==> config.mk <==
export PLATFORM = sky130hd
export DESIGN_NAME = display_link_supervisor_top_flat
export DESIGN_NICKNAME = d
export VERILOG_FILES = /design/src/rtl/dls_pkg.sv /design/src/rtl/dls_if.sv /design/src/rtl/dls_cfg.sv /design/src/rtl/dls_history.sv /design/src/rtl/dls_engine.sv /design/src/rtl/display_link_supervisor_top.sv /design/src/flat_wrapper.sv
export SDC_FILE = /design/constraint.sdc
export NUM_CORES = 1
export LEC_CHECK = 0
export BUFFER_PORTS_ARGS = -buffer_cell sky130_fd_sc_hd__buf_2
export CORE_UTILIZATION = 35
export DETAILED_ROUTE_END_ITERATION = 7
export GPL_ROUTABILITY_DRIVEN = 0
export PLACE_DENSITY = 0.64
export SKIP_LAST_GASP = 1
export SLEW_MARGIN = 10
export SYNTH_ARGS = -nofsm -noshare
export SYNTH_HDL_FRONTEND = slang
export SYNTH_SLANG_ARGS = --single-unit
==> constraint.sdc <==
create_clock -name clk -period 5.2 [get_ports clk]
set_input_delay 0.26 -clock clk [delete_from_list [all_inputs] [get_ports clk]]
set_output_delay 0.26 -clock clk [all_outputs]
set_load 0.05 [all_outputs]
==> src/rtl/dls_pkg.sv <==
// dls_pkg: shared types, widths and codes for the display link supervisor.
// No dependencies; every other file imports it.
package dls_pkg;

  localparam int CMD_W     = 3;
  localparam int VER_W     = 16;
  localparam int PAGE_W    = 8;
  localparam int COMP_W    = 8;
  localparam int HB_W      = 6;
  localparam int RELOAD_W  = 5;
  localparam int SPAN_W    = 5;
  localparam int DECAY_W   = 8;
  localparam int LS_W      = 2;
  localparam int ADDR_W    = 5;
  localparam int DATA_W    = 32;

  // page history
  localparam int HISTORY_DEPTH = 5;
  localparam int HIST_IDX_W    = (HISTORY_DEPTH > 1) ? $clog2(HISTORY_DEPTH) : 1;
  localparam int HIST_CNT_W    = $clog2(HISTORY_DEPTH + 1);

  localparam logic [PAGE_W-1:0] REFUSED_PAGE = 8'hff;

  // event codes
  typedef enum logic [CMD_W-1:0] {
    CMD_TICK    = 3'd0,
    CMD_VERSION = 3'd1,
    CMD_ECHO    = 3'd2,
    CMD_SWITCH  = 3'd3,
    CMD_BACK    = 3'd4,
    CMD_SELECT  = 3'd5,
    CMD_CLEAR   = 3'd6
  } cmd_t;

  // reported link state codes
  localparam logic [LS_W-1:0] LS_DISC  = 2'd0;
  localparam logic [LS_W-1:0] LS_CONN  = 2'd1;
  localparam logic [LS_W-1:0] LS_OPER  = 2'd2;
  localparam logic [LS_W-1:0] LS_WRONG = 2'd3;

  // link state machine
  typedef enum logic [3:0] {
    MODE_DISC  = 4'b0001,
    MODE_CONN  = 4'b0010,
    MODE_OPER  = 4'b0100,
    MODE_WRONG = 4'b1000
  } link_mode_t;

  // register map indexes (byte address = 4 * index)
  localparam logic [2:0] REG_MIN_VER   = 3'd0;
  localparam logic [2:0] REG_MAX_VER   = 3'd1;
  localparam logic [2:0] REG_INIT_PAGE = 3'd2;
  localparam logic [2:0] REG_FALLBACK  = 3'd3;
  localparam logic [2:0] REG_WD_RELOAD = 3'd4;
  localparam logic [2:0] REG_RETRY     = 3'd5;
  localparam logic [2:0] REG_DECAY     = 3'd6;

  typedef struct packed {
    logic [VER_W-1:0]    min_version;
    logic [VER_W-1:0]    max_version;
    logic [PAGE_W-1:0]   init_page;
    logic [PAGE_W-1:0]   fallback_page;
    logic [RELOAD_W-1:0] watchdog_reload;
    logic [SPAN_W-1:0]   retry_span;
    logic [DECAY_W-1:0]  select_decay;
  } cfg_t;

  typedef struct packed {
    logic [CMD_W-1:0]  command;
    logic [VER_W-1:0]  version;
    logic [PAGE_W-1:0] page_id;
    logic              push_history;
    logic [COMP_W-1:0] component_id;
  } item_t;

  typedef struct packed {
    logic [LS_W-1:0]   link_state;
    logic              ping_sent;
    logic              reset_sent;
    logic              timeout_alert;
    logic              version_alert;
    logic              init_entered;
    logic              page_sent;
    logic [PAGE_W-1:0] active_page;
    logic              deselect_sent;
    logic [COMP_W-1:0] deselect_id;
    logic              select_sent;
  } result_t;

  typedef struct packed {
    logic push;
    logic pop;
  } hist_ctl_t;

  typedef struct packed {
    logic empty;
    logic full;
  } hist_stat_t;

  function automatic logic [LS_W-1:0] encode_mode(input link_mode_t m);
    logic [LS_W-1:0] code;
    case (m)
      MODE_DISC:  code = LS_DISC;
      MODE_CONN:  code = LS_CONN;
      MODE_OPER:  code = LS_OPER;
      MODE_WRONG: code = LS_WRONG;
      default:    code = LS_DISC;
    endcase
    return code;
  endfunction

endpackage

==> src/rtl/dls_if.sv <==
// dls_if: valid/ready channel interfaces for event beats and result beats.
// Depends on dls_pkg for field widths.
interface dls_in_if
  import dls_pkg::*;
();
  logic              valid;
  logic              ready;
  logic [CMD_W-1:0]  command;
  logic [VER_W-1:0]  version;
  logic [PAGE_W-1:0] page_id;
  logic              push_history;
  logic [COMP_W-1:0] component_id;

  modport source (output valid, command, version, page_id, push_history, component_id,
                  input ready);
  modport sink   (input valid, command, version, page_id, push_history, component_id,
                  output ready);
endinterface

interface dls_out_if
  import dls_pkg::*;
();
  logic              valid;
  logic              ready;
  logic [LS_W-1:0]   link_state;
  logic              ping_sent;
  logic              reset_sent;
  logic              timeout_alert;
  logic              version_alert;
  logic              init_entered;
  logic              page_sent;
  logic [PAGE_W-1:0] active_page;
  logic              deselect_sent;
  logic [COMP_W-1:0] deselect_id;
  logic              select_sent;

  modport source (output valid, link_state, ping_sent, reset_sent, timeout_alert,
                  version_alert, init_entered, page_sent, active_page, deselect_sent,
                  deselect_id, select_sent, input ready);
  modport sink   (input valid, link_state, ping_sent, reset_sent, timeout_alert,
                  version_alert, init_entered, page_sent, active_page, deselect_sent,
                  deselect_id, select_sent, output ready);
endinterface

==> src/rtl/dls_cfg.sv <==
// dls_cfg: APB-style register file holding the supervisor configuration.
// Depends on dls_pkg.
module dls_cfg
  import dls_pkg::*;
(
  input  logic              clk,
  input  logic              rst_n,
  input  logic              psel,
  input  logic              penable,
  input  logic              pwrite,
  input  logic [ADDR_W-1:0] paddr,
  input  logic [DATA_W-1:0] pwdata,
  output logic [DATA_W-1:0] prdata,
  output logic              pready,
  output cfg_t              cfg
);

  cfg_t       cfg_r;
  logic       wr_en;
  logic [2:0] reg_idx;

  assign pready  = 1'b1;
  assign wr_en   = psel && penable && pwrite;
  assign reg_idx = paddr[4:2];
  assign cfg     = cfg_r;

  always_ff @(posedge clk) begin
    if (!rst_n) begin
      cfg_r.min_version     <= VER_W'(1);
      cfg_r.max_version     <= VER_W'(1);
      cfg_r.init_page       <= PAGE_W'(0);
      cfg_r.fallback_page   <= PAGE_W'(1);
      cfg_r.watchdog_reload <= RELOAD_W'(8);
      cfg_r.retry_span      <= SPAN_W'(16);
      cfg_r.select_decay    <= DECAY_W'(20);
    end else if (wr_en) begin
      case (reg_idx)
        REG_MIN_VER:   cfg_r.min_version     <= pwdata[VER_W-1:0];
        REG_MAX_VER:   cfg_r.max_version     <= pwdata[VER_W-1:0];
        REG_INIT_PAGE: cfg_r.init_page       <= pwdata[PAGE_W-1:0];
        REG_FALLBACK:  cfg_r.fallback_page   <= pwdata[PAGE_W-1:0];
        REG_WD_RELOAD: cfg_r.watchdog_reload <= pwdata[RELOAD_W-1:0];
        REG_RETRY:     cfg_r.retry_span      <= pwdata[SPAN_W-1:0];
        REG_DECAY:     cfg_r.select_decay    <= pwdata[DECAY_W-1:0];
        default: ;
      endcase
    end
  end

  always_comb begin
    case (reg_idx)
      REG_MIN_VER:   prdata = DATA_W'(cfg_r.min_version);
      REG_MAX_VER:   prdata = DATA_W'(cfg_r.max_version);
      REG_INIT_PAGE: prdata = DATA_W'(cfg_r.init_page);
      REG_FALLBACK:  prdata = DATA_W'(cfg_r.fallback_page);
      REG_WD_RELOAD: prdata = DATA_W'(cfg_r.watchdog_reload);
      REG_RETRY:     prdata = DATA_W'(cfg_r.retry_span);
      REG_DECAY:     prdata = DATA_W'(cfg_r.select_decay);
      default:       prdata = '0;
    endcase
  end

endmodule

==> src/rtl/dls_history.sv <==
// dls_history: page history stack, register-based, with a fill count.
// Depends on dls_pkg.
module dls_history
  import dls_pkg::*;
(
  input  logic              clk,
  input  logic              rst_n,
  input  hist_ctl_t         ctl,
  input  logic [PAGE_W-1:0] push_data,
  output logic [PAGE_W-1:0] top_data,
  output hist_stat_t        stat
);

  logic [PAGE_W-1:0]     stack_r [HISTORY_DEPTH];
  logic [HIST_CNT_W-1:0] depth_r;
  logic [HIST_CNT_W-1:0] depth_m1;

  assign depth_m1   = depth_r - HIST_CNT_W'(1);
  assign top_data   = stack_r[depth_m1[HIST_IDX_W-1:0]];
  assign stat.empty = (depth_r == '0);
  assign stat.full  = (depth_r == HIST_CNT_W'(HISTORY_DEPTH));

  always_ff @(posedge clk) begin
    if (!rst_n) begin
      depth_r <= '0;
    end else if (ctl.push && !stat.full) begin
      depth_r <= depth_r + HIST_CNT_W'(1);
    end else if (ctl.pop && !stat.empty) begin
      depth_r <= depth_m1;
    end
  end

  // entries carry no reset; only written slots are ever popped
  always_ff @(posedge clk) begin
    if (ctl.push && !stat.full) begin
      stack_r[depth_r[HIST_IDX_W-1:0]] <= push_data;
    end
  end

endmodule

==> src/rtl/dls_engine.sv <==
// dls_engine: link state machine, heartbeat watchdog, page and selection state.
// Computes one result per event combinationally. Depends on dls_pkg, dls_history.
module dls_engine
  import dls_pkg::*;
(
  input  logic    clk,
  input  logic    rst_n,
  input  logic    step,
  input  item_t   item,
  input  cfg_t    cfg,
  output result_t res
);

  link_mode_t         mode_r, mode_nxt;
  logic [HB_W-1:0]    hb_r, hb_nxt;
  logic [PAGE_W-1:0]  page_r, page_nxt;
  logic [COMP_W-1:0]  chosen_r, chosen_nxt;
  logic               valid_r, valid_nxt;
  logic [DECAY_W-1:0] decay_r, decay_nxt;

  hist_ctl_t          hctl;
  hist_stat_t         hstat;
  logic [PAGE_W-1:0]  hist_top;

  logic               go_req;
  logic               go_push;
  logic [PAGE_W-1:0]  go_target;
  logic               deselect;
  logic               linked;
  logic               oper_drop;
  logic [HB_W-1:0]    hb_reload;
  logic [HB_W-1:0]    hb_neg_span;

  assign linked      = (mode_r != MODE_DISC);
  assign hb_reload   = {1'b0, cfg.watchdog_reload};
  assign hb_neg_span = HB_W'(0) - {1'b0, cfg.retry_span};
  assign oper_drop   = (hb_r == HB_W'(1));

  dls_history u_hist (
    .clk       (clk),
    .rst_n     (rst_n),
    .ctl       (hctl),
    .push_data (page_r),
    .top_data  (hist_top),
    .stat      (hstat)
  );

  always_comb begin
    mode_nxt   = mode_r;
    hb_nxt     = hb_r;
    page_nxt   = page_r;
    chosen_nxt = chosen_r;
    valid_nxt  = valid_r;
    decay_nxt  = decay_r;
    res        = '0;
    go_req     = 1'b0;
    go_push    = 1'b0;
    go_target  = page_r;
    deselect   = 1'b0;
    hctl       = '0;

    case (item.command)
      CMD_TICK: begin
        case (mode_r)
          MODE_OPER: begin
            res.ping_sent = 1'b1;
            if (oper_drop) mode_nxt = MODE_DISC;
            if (decay_r != '0) begin
              // highlight expires; unflagged if the link just dropped
              if (decay_r == DECAY_W'(1) && valid_r) begin
                deselect  = !oper_drop;
                valid_nxt = 1'b0;
              end
              decay_nxt = decay_r - DECAY_W'(1);
            end
            hb_nxt = hb_r - HB_W'(1);
          end
          MODE_CONN, MODE_WRONG: begin
            res.version_alert = (mode_r == MODE_WRONG);
            go_req            = 1'b1;
            go_target         = cfg.init_page;
            res.init_entered  = 1'b1;
            mode_nxt          = MODE_OPER;
            hb_nxt            = hb_reload - HB_W'(1);
          end
          MODE_DISC: begin
            if (hb_r == '0) begin
              res.reset_sent = 1'b1;
              decay_nxt      = '0;
              valid_nxt      = 1'b0;
              hb_nxt         = hb_r - HB_W'(1);
            end else if (hb_r == hb_neg_span) begin
              // retry: heartbeat set to 1 then decremented
              res.timeout_alert = 1'b1;
              hb_nxt            = '0;
            end else begin
              hb_nxt = hb_r - HB_W'(1);
            end
          end
          default: ;
        endcase
      end
      CMD_VERSION: begin
        if (item.version < cfg.min_version || item.version > cfg.max_version) begin
          mode_nxt = MODE_WRONG;
        end else begin
          mode_nxt = MODE_CONN;
        end
      end
      CMD_ECHO: begin
        if (item.page_id == page_r) hb_nxt = hb_reload;
      end
      CMD_SWITCH: begin
        go_req    = 1'b1;
        go_push   = item.push_history;
        go_target = item.page_id;
      end
      CMD_BACK: begin
        go_req = 1'b1;
        if (!hstat.empty) begin
          hctl.pop  = 1'b1;
          go_target = hist_top;
        end else begin
          go_target = cfg.fallback_page;
        end
      end
      CMD_SELECT: begin
        if (!valid_r || chosen_r != item.component_id) begin
          deselect   = valid_r && linked;
          chosen_nxt = item.component_id;
          valid_nxt  = 1'b1;
        end
        decay_nxt       = cfg.select_decay;
        res.select_sent = linked;
      end
      CMD_CLEAR: begin
        decay_nxt = '0;
        deselect  = valid_r && linked;
        valid_nxt = 1'b0;
      end
      default: ;
    endcase

    // shared page switch; mode_r is the mode at the time of sending
    if (go_req && go_target != REFUSED_PAGE) begin
      decay_nxt     = '0;
      deselect      = valid_r && linked;
      valid_nxt     = 1'b0;
      hctl.push     = go_push;
      page_nxt      = go_target;
      res.page_sent = linked;
    end

    res.deselect_sent = deselect;
    res.deselect_id   = deselect ? chosen_r : '0;
    res.link_state    = encode_mode(mode_nxt);
    res.active_page   = page_nxt;

    if (!step) hctl = '0;
  end

  always_ff @(posedge clk) begin
    if (!rst_n) begin
      mode_r   <= MODE_DISC;
      hb_r     <= '0;
      page_r   <= '0;
      chosen_r <= '0;
      valid_r  <= 1'b0;
      decay_r  <= '0;
    end else if (step) begin
      mode_r   <= mode_nxt;
      hb_r     <= hb_nxt;
      page_r   <= page_nxt;
      chosen_r <= chosen_nxt;
      valid_r  <= valid_nxt;
      decay_r  <= decay_nxt;
    end
  end

endmodule

==> src/rtl/display_link_supervisor_top.sv <==
// display_link_supervisor_top: top level of the display link supervisor.
// Depends on dls_pkg, dls_if, dls_cfg, dls_engine (and dls_history below it).
//
// One event beat in, one result beat out, in order. The block takes a new
// event every cycle unless input ready drops: an event beat lands in the
// input register, and when the result register is free or draining the
// engine evaluates it against the live link state and writes the result
// register, which offers the result on the output side. The engine's
// combinational next-state logic (heartbeat compare and decrement, page
// history push/pop, selection update) sets that rate; the result register
// lets the input side keep flowing while a result waits, and input ready
// only drops when both registers are full and the result side stalls. No
// clearing pass after reset; history entries are tracked by a fill count.
// Configuration is written over the APB-style port at byte address
// 4*index and takes effect for the next event evaluated.
module display_link_supervisor_top
  import dls_pkg::*;
(
  input  logic              clk,
  input  logic              rst_n,
  dls_in_if.sink            in_chan,
  dls_out_if.source         out_chan,
  input  logic              cfg_psel,
  input  logic              cfg_penable,
  input  logic              cfg_pwrite,
  input  logic [ADDR_W-1:0] cfg_paddr,
  input  logic [DATA_W-1:0] cfg_pwdata,
  output logic [DATA_W-1:0] cfg_prdata,
  output logic              cfg_pready
);

  cfg_t    cfg;
  item_t   in_item_r;
  logic    in_valid_r;
  result_t res;
  result_t out_res_r;
  logic    out_valid_r;
  logic    advance;

  // advance the held event when the result register is free or draining
  assign advance       = in_valid_r && (!out_valid_r || out_chan.ready);
  assign in_chan.ready = !in_valid_r || advance;

  dls_cfg u_cfg (
    .clk     (clk),
    .rst_n   (rst_n),
    .psel    (cfg_psel),
    .penable (cfg_penable),
    .pwrite  (cfg_pwrite),
    .paddr   (cfg_paddr),
    .pwdata  (cfg_pwdata),
    .prdata  (cfg_prdata),
    .pready  (cfg_pready),
    .cfg     (cfg)
  );

  dls_engine u_engine (
    .clk   (clk),
    .rst_n (rst_n),
    .step  (advance),
    .item  (in_item_r),
    .cfg   (cfg),
    .res   (res)
  );

  // input register
  always_ff @(posedge clk) begin
    if (!rst_n) begin
      in_valid_r <= 1'b0;
    end else if (in_chan.ready) begin
      in_valid_r <= in_chan.valid;
    end
  end

  always_ff @(posedge clk) begin
    if (in_chan.ready && in_chan.valid) begin
      in_item_r.command      <= in_chan.command;
      in_item_r.version      <= in_chan.version;
      in_item_r.page_id      <= in_chan.page_id;
      in_item_r.push_history <= in_chan.push_history;
      in_item_r.component_id <= in_chan.component_id;
    end
  end

  // result register
  always_ff @(posedge clk) begin
    if (!rst_n) begin
      out_valid_r <= 1'b0;
    end else if (advance) begin
      out_valid_r <= 1'b1;
    end else if (out_chan.ready) begin
      out_valid_r <= 1'b0;
    end
  end

  always_ff @(posedge clk) begin
    if (advance) begin
      out_res_r <= res;
    end
  end

  assign out_chan.valid         = out_valid_r;
  assign out_chan.link_state    = out_res_r.link_state;
  assign out_chan.ping_sent     = out_res_r.ping_sent;
  assign out_chan.reset_sent    = out_res_r.reset_sent;
  assign out_chan.timeout_alert = out_res_r.timeout_alert;
  assign out_chan.version_alert = out_res_r.version_alert;
  assign out_chan.init_entered  = out_res_r.init_entered;
  assign out_chan.page_sent     = out_res_r.page_sent;
  assign out_chan.active_page   = out_res_r.active_page;
  assign out_chan.deselect_sent = out_res_r.deselect_sent;
  assign out_chan.deselect_id   = out_res_r.deselect_id;
  assign out_chan.select_sent   = out_res_r.select_sent;

endmodule

==> src/flat_wrapper.sv <==
// flat-port wrapper written by rule: the top's interface ports become plain ports
module display_link_supervisor_top_flat import dls_pkg::*;
  (clk, rst_n, cfg_psel, cfg_penable, cfg_pwrite, cfg_paddr, cfg_pwdata, cfg_prdata, cfg_pready, in_chan_valid, in_chan_command, in_chan_version, in_chan_page_id, in_chan_push_history, in_chan_component_id, in_chan_ready, out_chan_valid, out_chan_link_state, out_chan_ping_sent, out_chan_reset_sent, out_chan_timeout_alert, out_chan_version_alert, out_chan_init_entered, out_chan_page_sent, out_chan_active_page, out_chan_deselect_sent, out_chan_deselect_id, out_chan_select_sent, out_chan_ready);
  dls_in_if in_chan_i ();
  dls_out_if out_chan_i ();
  input  logic clk;
  input  logic rst_n;
  input  logic cfg_psel;
  input  logic cfg_penable;
  input  logic cfg_pwrite;
  input  logic [ADDR_W-1:0] cfg_paddr;
  input  logic [DATA_W-1:0] cfg_pwdata;
  output logic [DATA_W-1:0] cfg_prdata;
  output logic cfg_pready;
  input wire logic [$bits(in_chan_i.valid)-1:0] in_chan_valid;
  input wire logic [$bits(in_chan_i.command)-1:0] in_chan_command;
  input wire logic [$bits(in_chan_i.version)-1:0] in_chan_version;
  input wire logic [$bits(in_chan_i.page_id)-1:0] in_chan_page_id;
  input wire logic [$bits(in_chan_i.push_history)-1:0] in_chan_push_history;
  input wire logic [$bits(in_chan_i.component_id)-1:0] in_chan_component_id;
  output wire logic [$bits(in_chan_i.ready)-1:0] in_chan_ready;
  output wire logic [$bits(out_chan_i.valid)-1:0] out_chan_valid;
  output wire logic [$bits(out_chan_i.link_state)-1:0] out_chan_link_state;
  output wire logic [$bits(out_chan_i.ping_sent)-1:0] out_chan_ping_sent;
  output wire logic [$bits(out_chan_i.reset_sent)-1:0] out_chan_reset_sent;
  output wire logic [$bits(out_chan_i.timeout_alert)-1:0] out_chan_timeout_alert;
  output wire logic [$bits(out_chan_i.version_alert)-1:0] out_chan_version_alert;
  output wire logic [$bits(out_chan_i.init_entered)-1:0] out_chan_init_entered;
  output wire logic [$bits(out_chan_i.page_sent)-1:0] out_chan_page_sent;
  output wire logic [$bits(out_chan_i.active_page)-1:0] out_chan_active_page;
  output wire logic [$bits(out_chan_i.deselect_sent)-1:0] out_chan_deselect_sent;
  output wire logic [$bits(out_chan_i.deselect_id)-1:0] out_chan_deselect_id;
  output wire logic [$bits(out_chan_i.select_sent)-1:0] out_chan_select_sent;
  input wire logic [$bits(out_chan_i.ready)-1:0] out_chan_ready;
  assign in_chan_i.valid = in_chan_valid;
  assign in_chan_i.command = in_chan_command;
  assign in_chan_i.version = in_chan_version;
  assign in_chan_i.page_id = in_chan_page_id;
  assign in_chan_i.push_history = in_chan_push_history;
  assign in_chan_i.component_id = in_chan_component_id;
  assign in_chan_ready = in_chan_i.ready;
  assign out_chan_valid = out_chan_i.valid;
  assign out_chan_link_state = out_chan_i.link_state;
  assign out_chan_ping_sent = out_chan_i.ping_sent;
  assign out_chan_reset_sent = out_chan_i.reset_sent;
  assign out_chan_timeout_alert = out_chan_i.timeout_alert;
  assign out_chan_version_alert = out_chan_i.version_alert;
  assign out_chan_init_entered = out_chan_i.init_entered;
  assign out_chan_page_sent = out_chan_i.page_sent;
  assign out_chan_active_page = out_chan_i.active_page;
  assign out_chan_deselect_sent = out_chan_i.deselect_sent;
  assign out_chan_deselect_id = out_chan_i.deselect_id;
  assign out_chan_select_sent = out_chan_i.select_sent;
  assign out_chan_i.ready = out_chan_ready;
  display_link_supervisor_top u_core (.clk(clk), .rst_n(rst_n), .in_chan(in_chan_i), .out_chan(out_chan_i), .cfg_psel(cfg_psel), .cfg_penable(cfg_penable), .cfg_pwrite(cfg_pwrite), .cfg_paddr(cfg_paddr), .cfg_pwdata(cfg_pwdata), .cfg_prdata(cfg_prdata), .cfg_pready(cfg_pready));
endmodule
**Word-level counts from Yosys, hierarchy flattened**

Memories as Yosys holds them, arrays and structs flattened.
Cells that the tools add are included.

- Multiplexer cells: 50
- Bitwise logic cells: 2
- Multiply operators: 0
- Equality and inequality tests: 34
- Order comparisons: 2
- Reductions and logical operators: 44
- Shift operators: 0
- Div/mod/pow operators: 0
- $add $sub $neg: 6

Operators by type and width:

| operator | count |
|---|---|
| $pmux W16 S7 | 1 |
| $mux W8 | 6 |
| $pmux W8 S3 | 2 |
| $mux W1 | 23 |
| $eq A3 B3 Y1 const B | 7 |
| $mux W6 | 3 |
| $pmux W6 S3 | 1 |
| $reduce_and A2 Y1 | 9 |
| $gt A16 B16 Y1 | 1 |
| $lt A16 B16 Y1 | 1 |
| $pmux W4 S2 | 2 |
| $pmux W8 S2 | 1 |
| $eq A3 B2 Y1 const B | 4 |
| $ne A4 B4 Y1 const B | 3 |
| $pmux W6 S2 | 1 |
| $logic_and A1 B1 Y1 | 9 |
| $logic_not A3 Y1 | 3 |
| $eq A4 B2 Y1 const B | 2 |
| $eq A4 B3 Y1 const B | 2 |
| $eq A4 B4 Y1 const B | 2 |
| $eq A8 B1 Y1 const B | 1 |
| $eq A8 B8 Y1 | 1 |
| $mux W4 | 2 |
| $ne A8 B8 Y1 | 1 |
| other kinds (34) | 50 |

- Logic and storage cells: 171
- Input port bits: 80
- Memories kept: 1
- Output and inout port bits: 61
- Register bits after elaboration: 168
- Bits in latches: 0
- RAM bits: 40
- Bits in read-only memories: 0

Memory list:

| name | depth | width | rd ports | clocked after Yosys merged registers in | write ports | line | source |
|---|---|---|---|---|---|---|---|
| u_core.u_engine.u_hist.stack_r | 5 | 8 | 1 | 0 | 1 | dls_history.sv:14 | `logic [PAGE_W-1:0] stack_r [HISTORY_DEPTH];` |

**Logic depth before layout (Yosys ltp)**

- Depth after elaboration: 11
- Mapped depth: 14
- Depth with buffers taken out: 11

**Hierarchy**

From an unflattened synthesis, not the netlist that was laid out.

- Cells, all modules: 1016
- Area, all modules: 10983.0 µm²

By module, submodules not included:

| module | times used | sequential area each (µm²) | area an instance (µm²) | cells an instance |
|---|---|---|---|---|
| dls_engine | 1 | 700.7 | 3942.5 | 512 |
| dls_cfg | 1 | 1321.3 | 3271.9 | 336 |
| display_link_supervisor_top | 1 | 1901.8 | 1965.6 | 71 |
| dls_history | 1 | 1261.2 | 1803.0 | 97 |

**Least setup slack after synthesis**

Ideal clock, no wire load.

- Path kind: reg2reg
- From: reg u_core.u_engine.u_hist.depth_r[0]
- To: mem u_core.u_engine.u_hist.stack_r[2][0], enable pin
- Data required time: 4817 ps
- Library setup time: 383 ps
- Setup slack: 1379 ps
- Buffers on the path: 2
- Stages on the path, launching flop included: 13
- Arrival time: 3438 ps
- Period minus slack after synthesis: 3821 ps
- Cells stage by stage: dfxtp_1 > buf_2 > inv_1 > ha_1 > clkbuf_1 > mux4_2 > a21oi_1 > nor3_1 > a311oi_1 > nor3_1 > a21oi_1 > nand2b_1 > nor3_1

- Word-level cells in the longest chain between the ends: 11
- Elaborated cells between the ends (all ways): 14
- Classes of those cells: add/sub: 1; eq/ne: 2; mux: 6; reduce/logical: 4; memory: 1

RTL lines:

| what | line | source |
|---|---|---|
| start, declared | dls_history.sv:15 | `logic [HIST_CNT_W-1:0] depth_r;` |
| start signal, assigned | dls_history.sv:27 | `depth_r <= depth_r + HIST_CNT_W'(1);` |
| start signal, assigned | dls_history.sv:29 | `depth_r <= depth_m1;` |
| $sub A3 B1 Y3 | dls_history.sv:18 | `assign depth_m1 = depth_r - HIST_CNT_W'(1);` |
| $mem_v2 Z5 W8 | - |  |
| $mux W8 | dls_engine.sv:120 | `if (!hstat.empty) begin` |
| $pmux W8 S3 | dls_engine.sv:62 | `case (item.command)` |
| $ne A8 B8 Y1 | dls_engine.sv:145 | `if (go_req && go_target != REFUSED_PAGE) begin` |
| $logic_and A1 B1 Y1 | dls_engine.sv:145 |  |
| $mux W1 | dls_engine.sv:145 |  |
| $mux W2 | dls_engine.sv:159 | `if (!step) hctl = '0;` |
| $logic_and A1 B1 Y1 | dls_history.sv:35 | `if (ctl.push && !stat.full) begin` |
| $mux W1 | dls_history.sv:35 |  |
| $mux W1 (not written as such) | dls_history.sv:36 | `stack_r[depth_r[HIST_IDX_W-1:0]] <= push_data;` |
| end, declared | dls_history.sv:14 |  |

Parallel ways exist; a longest one is shown, timed or not.

**Worst setup path after layout**

- From: reg u_core.u_engine.u_hist.depth_r[0]
- To: reg u_core.u_engine.page_r[4]

- Word-level cells in the longest chain between the ends: 7
- Elaborated cells between the ends (all ways): 8
- Classes of those cells: add/sub: 1; eq/ne: 1; mux: 3; reduce/logical: 2; memory: 1

RTL lines:

| what | line | source |
|---|---|---|
| $sub A3 B1 Y3 | dls_history.sv:18 |  |
| $mem_v2 Z5 W8 | - |  |
| $mux W8 (*) | dls_engine.sv:120 |  |
| $pmux W8 S3 (*) | dls_engine.sv:62 |  |
| $ne A8 B8 Y1 | dls_engine.sv:145 |  |
| $logic_and A1 B1 Y1 | dls_engine.sv:145 |  |
| $mux W8 (*) | dls_engine.sv:145 |  |
| end signal, assigned | dls_engine.sv:173 | `page_r <= page_nxt;` |
| end, declared | dls_engine.sv:16 | `logic [PAGE_W-1:0] page_r, page_nxt;` |

Every way passes the cells marked *; elsewhere a longest branch is shown, timed or not.
A chain may end at the register's enable or synchronous reset.

==> impl_results.md <==
* Max-cap viol count at 0
* Critical path class: flop to flop
* Delay-heaviest family, CP: simple AND/OR/NAND/NOR gates
* Drt wl/cell at 17.3 um
* Register area share after synthesis at 0.492
* Setup TNS at 0 ps
* Pwr Density at 294 nW/um^2
* CTS Root Cell: clkbuf_16
* CTS tree: yes
* Nets@finish at 1293
* Core ar. at 29600 sq um
* Via/cell ratio at 5.18
* Synth Area in Compound Gates at 0.126
* Post-route ant nets at 0
* Rows at 63
* Die area at 30800 sq um
* HPWL Detailed at 19000 um
* Clk sinks at 208
* Critical-path maximum fanout at 17
* Clk_skew at 14.9 ps
* Crit path max-delay cell type: dfxtp_1
* Synth Warn # at 0
* Max-Slew Margin vs Limit at 0.300
* Arrival time at the worst endpoint at 4690 ps
* Cts bufs inserted at 23
* Final period util at 0.830
* Synth-to-Final Area Change at 18.8%
* Max clock buf depth at 3
* Initial antenna violation count at 1
* Post-synthesis register bit count at 208
* Initial core utilization at 0.356
* Pin count of the biggest net entering global routing at 89
* Largest family of logic cells by synthesized area: simple AND/OR/NAND/NOR gates
* Multiplexer share of the synthesized area at 0.0919
* Max Freq at 0.232 GHz
* Register clock-pin slew on the reported worst setup and hold paths at 60 ps
* Final Power at 3680 uW
* # Post-CTS Setup Buffers at 0
* Boundary pin count at 141
* Critical Path End Type: flop
* First-pass GRT wire length at 42700 um
* Vias at 8184
* Residual DRC at 0
* Post-Syn Instances at 1037
* Commonest non-fill, non-tap cell in the layout: nand2_1
* DRT iter0 DRCs at 581
* # fillers at 2881
* Leak Pwr at 0.00464 uW
* Buffer and inverter count on the worst path at 1
* Delay of the slowest cell on the worst path at 750 ps
* Commonest cells after routing, fill and taps aside: nand2_1 (117), dfxtp_1 (106), buf_2 (105)
* Worst hold path class: primary input to flop
* Total GRT Usage at 0.177
* Layout cells sized above 1 at 0.156
* Hold buffer count at CTS at 44
* Max Slew Vio Count at 0
* Port bufs at 105
* Clk Latency, worst-skew pair at 530 ps
* Synth Cell Area at 10500 sq um
* Worst EP required at 5580 ps
* Synth cell types at 73
* Total iterations of the first detailed-routing run at 5
* Final setup violation count at 0
* GRT overflow at 0
* Post-synthesis xor/xnor area fraction at 0.0284
* Number of synthesized flops with an enable pin at 102
* Top_reg_cell synth: dfxtp_1
* RSZ-0062 raised after global routing: no
* H-tree lvl count at 1
* Die X at 176 um
* Vias in the first global route at 7715
* Worst-Margin Slew at 1050 ps
* Worst vdd ir at 0.000208 V
* Simple-gate share of the synthesized area at 0.161
* FFs w/ async S/R, synth at 0
* Synthesized area per cell at 10.2 sq um
* Wirelength, routed at 27400 um
* Final hold violation count at 0
* Die height at 176 um
* Post-cts resize count at 0
* Status: completed
* Post-route minimum period at 4310 ps
* Worst-path cell chain: inv_1, ha_1, or4b_2, o221ai_1, nor3_1, a311oi_1, and4bb_1, a21boi_4, and2_1, mux2i_1, nor2_1
* Adder-cell area share of the yosys netlist at 0.0487
* Startpoint Class: flop
## worst paths after layout
kind         slack [ps]  depth (start not counted)                        end                               from
max                 890                         11  u_core.u_engine.page_r[4]  u_core.u_engine.u_hist.depth_r[0]
min                  20                          3       u_core.u_cfg.cfg[63]                     cfg_pwdata[13]
max reg2reg         890                         11  u_core.u_engine.page_r[4]  u_core.u_engine.u_hist.depth_r[0]
min reg2reg         460                          2       u_core.u_cfg.cfg[37]               u_core.u_cfg.cfg[37]
## worst reg2reg max path, stage by stage, from the launching register on
cell and delay [ps]:
dfxtp_1 750, inv_1 260, ha_1 400, or4b_2 670
o221ai_1 110, nor3_1 80, a311oi_1 300, and4bb_1 320
a21boi_4 450, and2_1 510, mux2i_1 250, nor2_1 60
## Yosys cell counts (5+ instances only)
library cell / instances / area, sq um
nand2_1: 117 / 439
dfxtp_1: 106 / 2120
edfxtp_1: 102 / 3060
nor2_1: 93 / 349
a21oi_1: 65 / 325
mux2i_1: 63 / 631
inv_1: 53 / 199
ha_1: 41 / 513
o21ai_0: 37 / 185
clkbuf_1: 31 / 116
nor3_1: 24 / 120
buf_4: 18 / 135
nand3_1: 18 / 90.1
nor2b_1: 17 / 106
xnor2_1: 17 / 149
and2_1: 16 / 100
a22oi_1: 15 / 113
a21o_1: 14 / 105
nand2b_1: 14 / 87.6
nand4_1: 14 / 87.6
xor2_1: 14 / 123
mux2_2: 10 / 113
mux4_2: 10 / 225
o211ai_1: 10 / 75.1
buf_2: 8 / 40.0
nor4_1: 7 / 43.8
a211oi_1: 6 / 45.0
a22o_1: 6 / 52.6
a31oi_1: 6 / 37.5
a311oi_1: 5 / 43.8
o21a_1: 5 / 37.5
or3_1: 5 / 31.3
## cells by family after synthesis
kind of cell / count (synthesis)
flip-flops: 208
AO/OA/AOI/OAI: 202
XOR/XNOR: 32
AND/OR/NAND/NOR: 350
adder cells (fa/ha/maj): 41
other: 2
buffers and inverters: 119
multiplexers: 83
## report_power, final
| part | switching [uW] | internal, uW |
|---|---|---|
| combinational | 214 | 117 |
| sequential | 33.4 | 1750 |
| clock | 665 | 899 |
## sequential cells by signal, indices dropped and copies added, names as in the netlist, 2 cells and up
name and cells:
u_core.u_engine.hb_r 6, u_core.out_chan.active_page 8, u_core.u_cfg.cfg 66, u_core.u_engine.u_hist.depth_r 3
u_core.u_engine.chosen_r 8, u_core.in_item_r 36, u_core.out_chan.deselect_id 8, u_core.u_engine.page_r 8
u_core.out_chan.link_state 2, u_core.u_engine.mode_r 4, u_core.u_engine.decay_r 8, u_core.u_engine.u_hist.stack_r 40
## metal layers
layer | global-route usage | vias up | routed length, um
met5 | 0 | - | 0
met4 | 0.0486 | 0 | 638
met3 | 0.0247 | 42 | 1760
met2 | 0.281 | 285 | 12200
met1 | 0.252 | 3882 | 12800
li1 | - | 3975 | -
## per-stage QoR
step	cell area, sq um	hold WS, ps	util	worst slack [ps]	std cells
global route	12500	12.7	0.422	525	1579
CTS	12500	4.27	0.422	902	1579
global placement	11300	437	0.383	1030	1493
finish	12500	21.9	0.422	886	1580
detailed placement	11300	438	0.383	918	1493
floorplan	10600	359	-	1380	1052
## layout make-up
class	count	area [sq um]	area share
flip-flops and latches	208	5180	0.414
multi-input cells	725	4870	0.389
repair buffers	158	1030	0.0826
clock buffers	30	622	0.0497
well taps	390	488	0.0390
inverters	56	210	0.0168
clock inverters	12	103	0.00820
diodes	1	2.50	0.000200
Note: power is estimated with default switching activity, not from simulation.
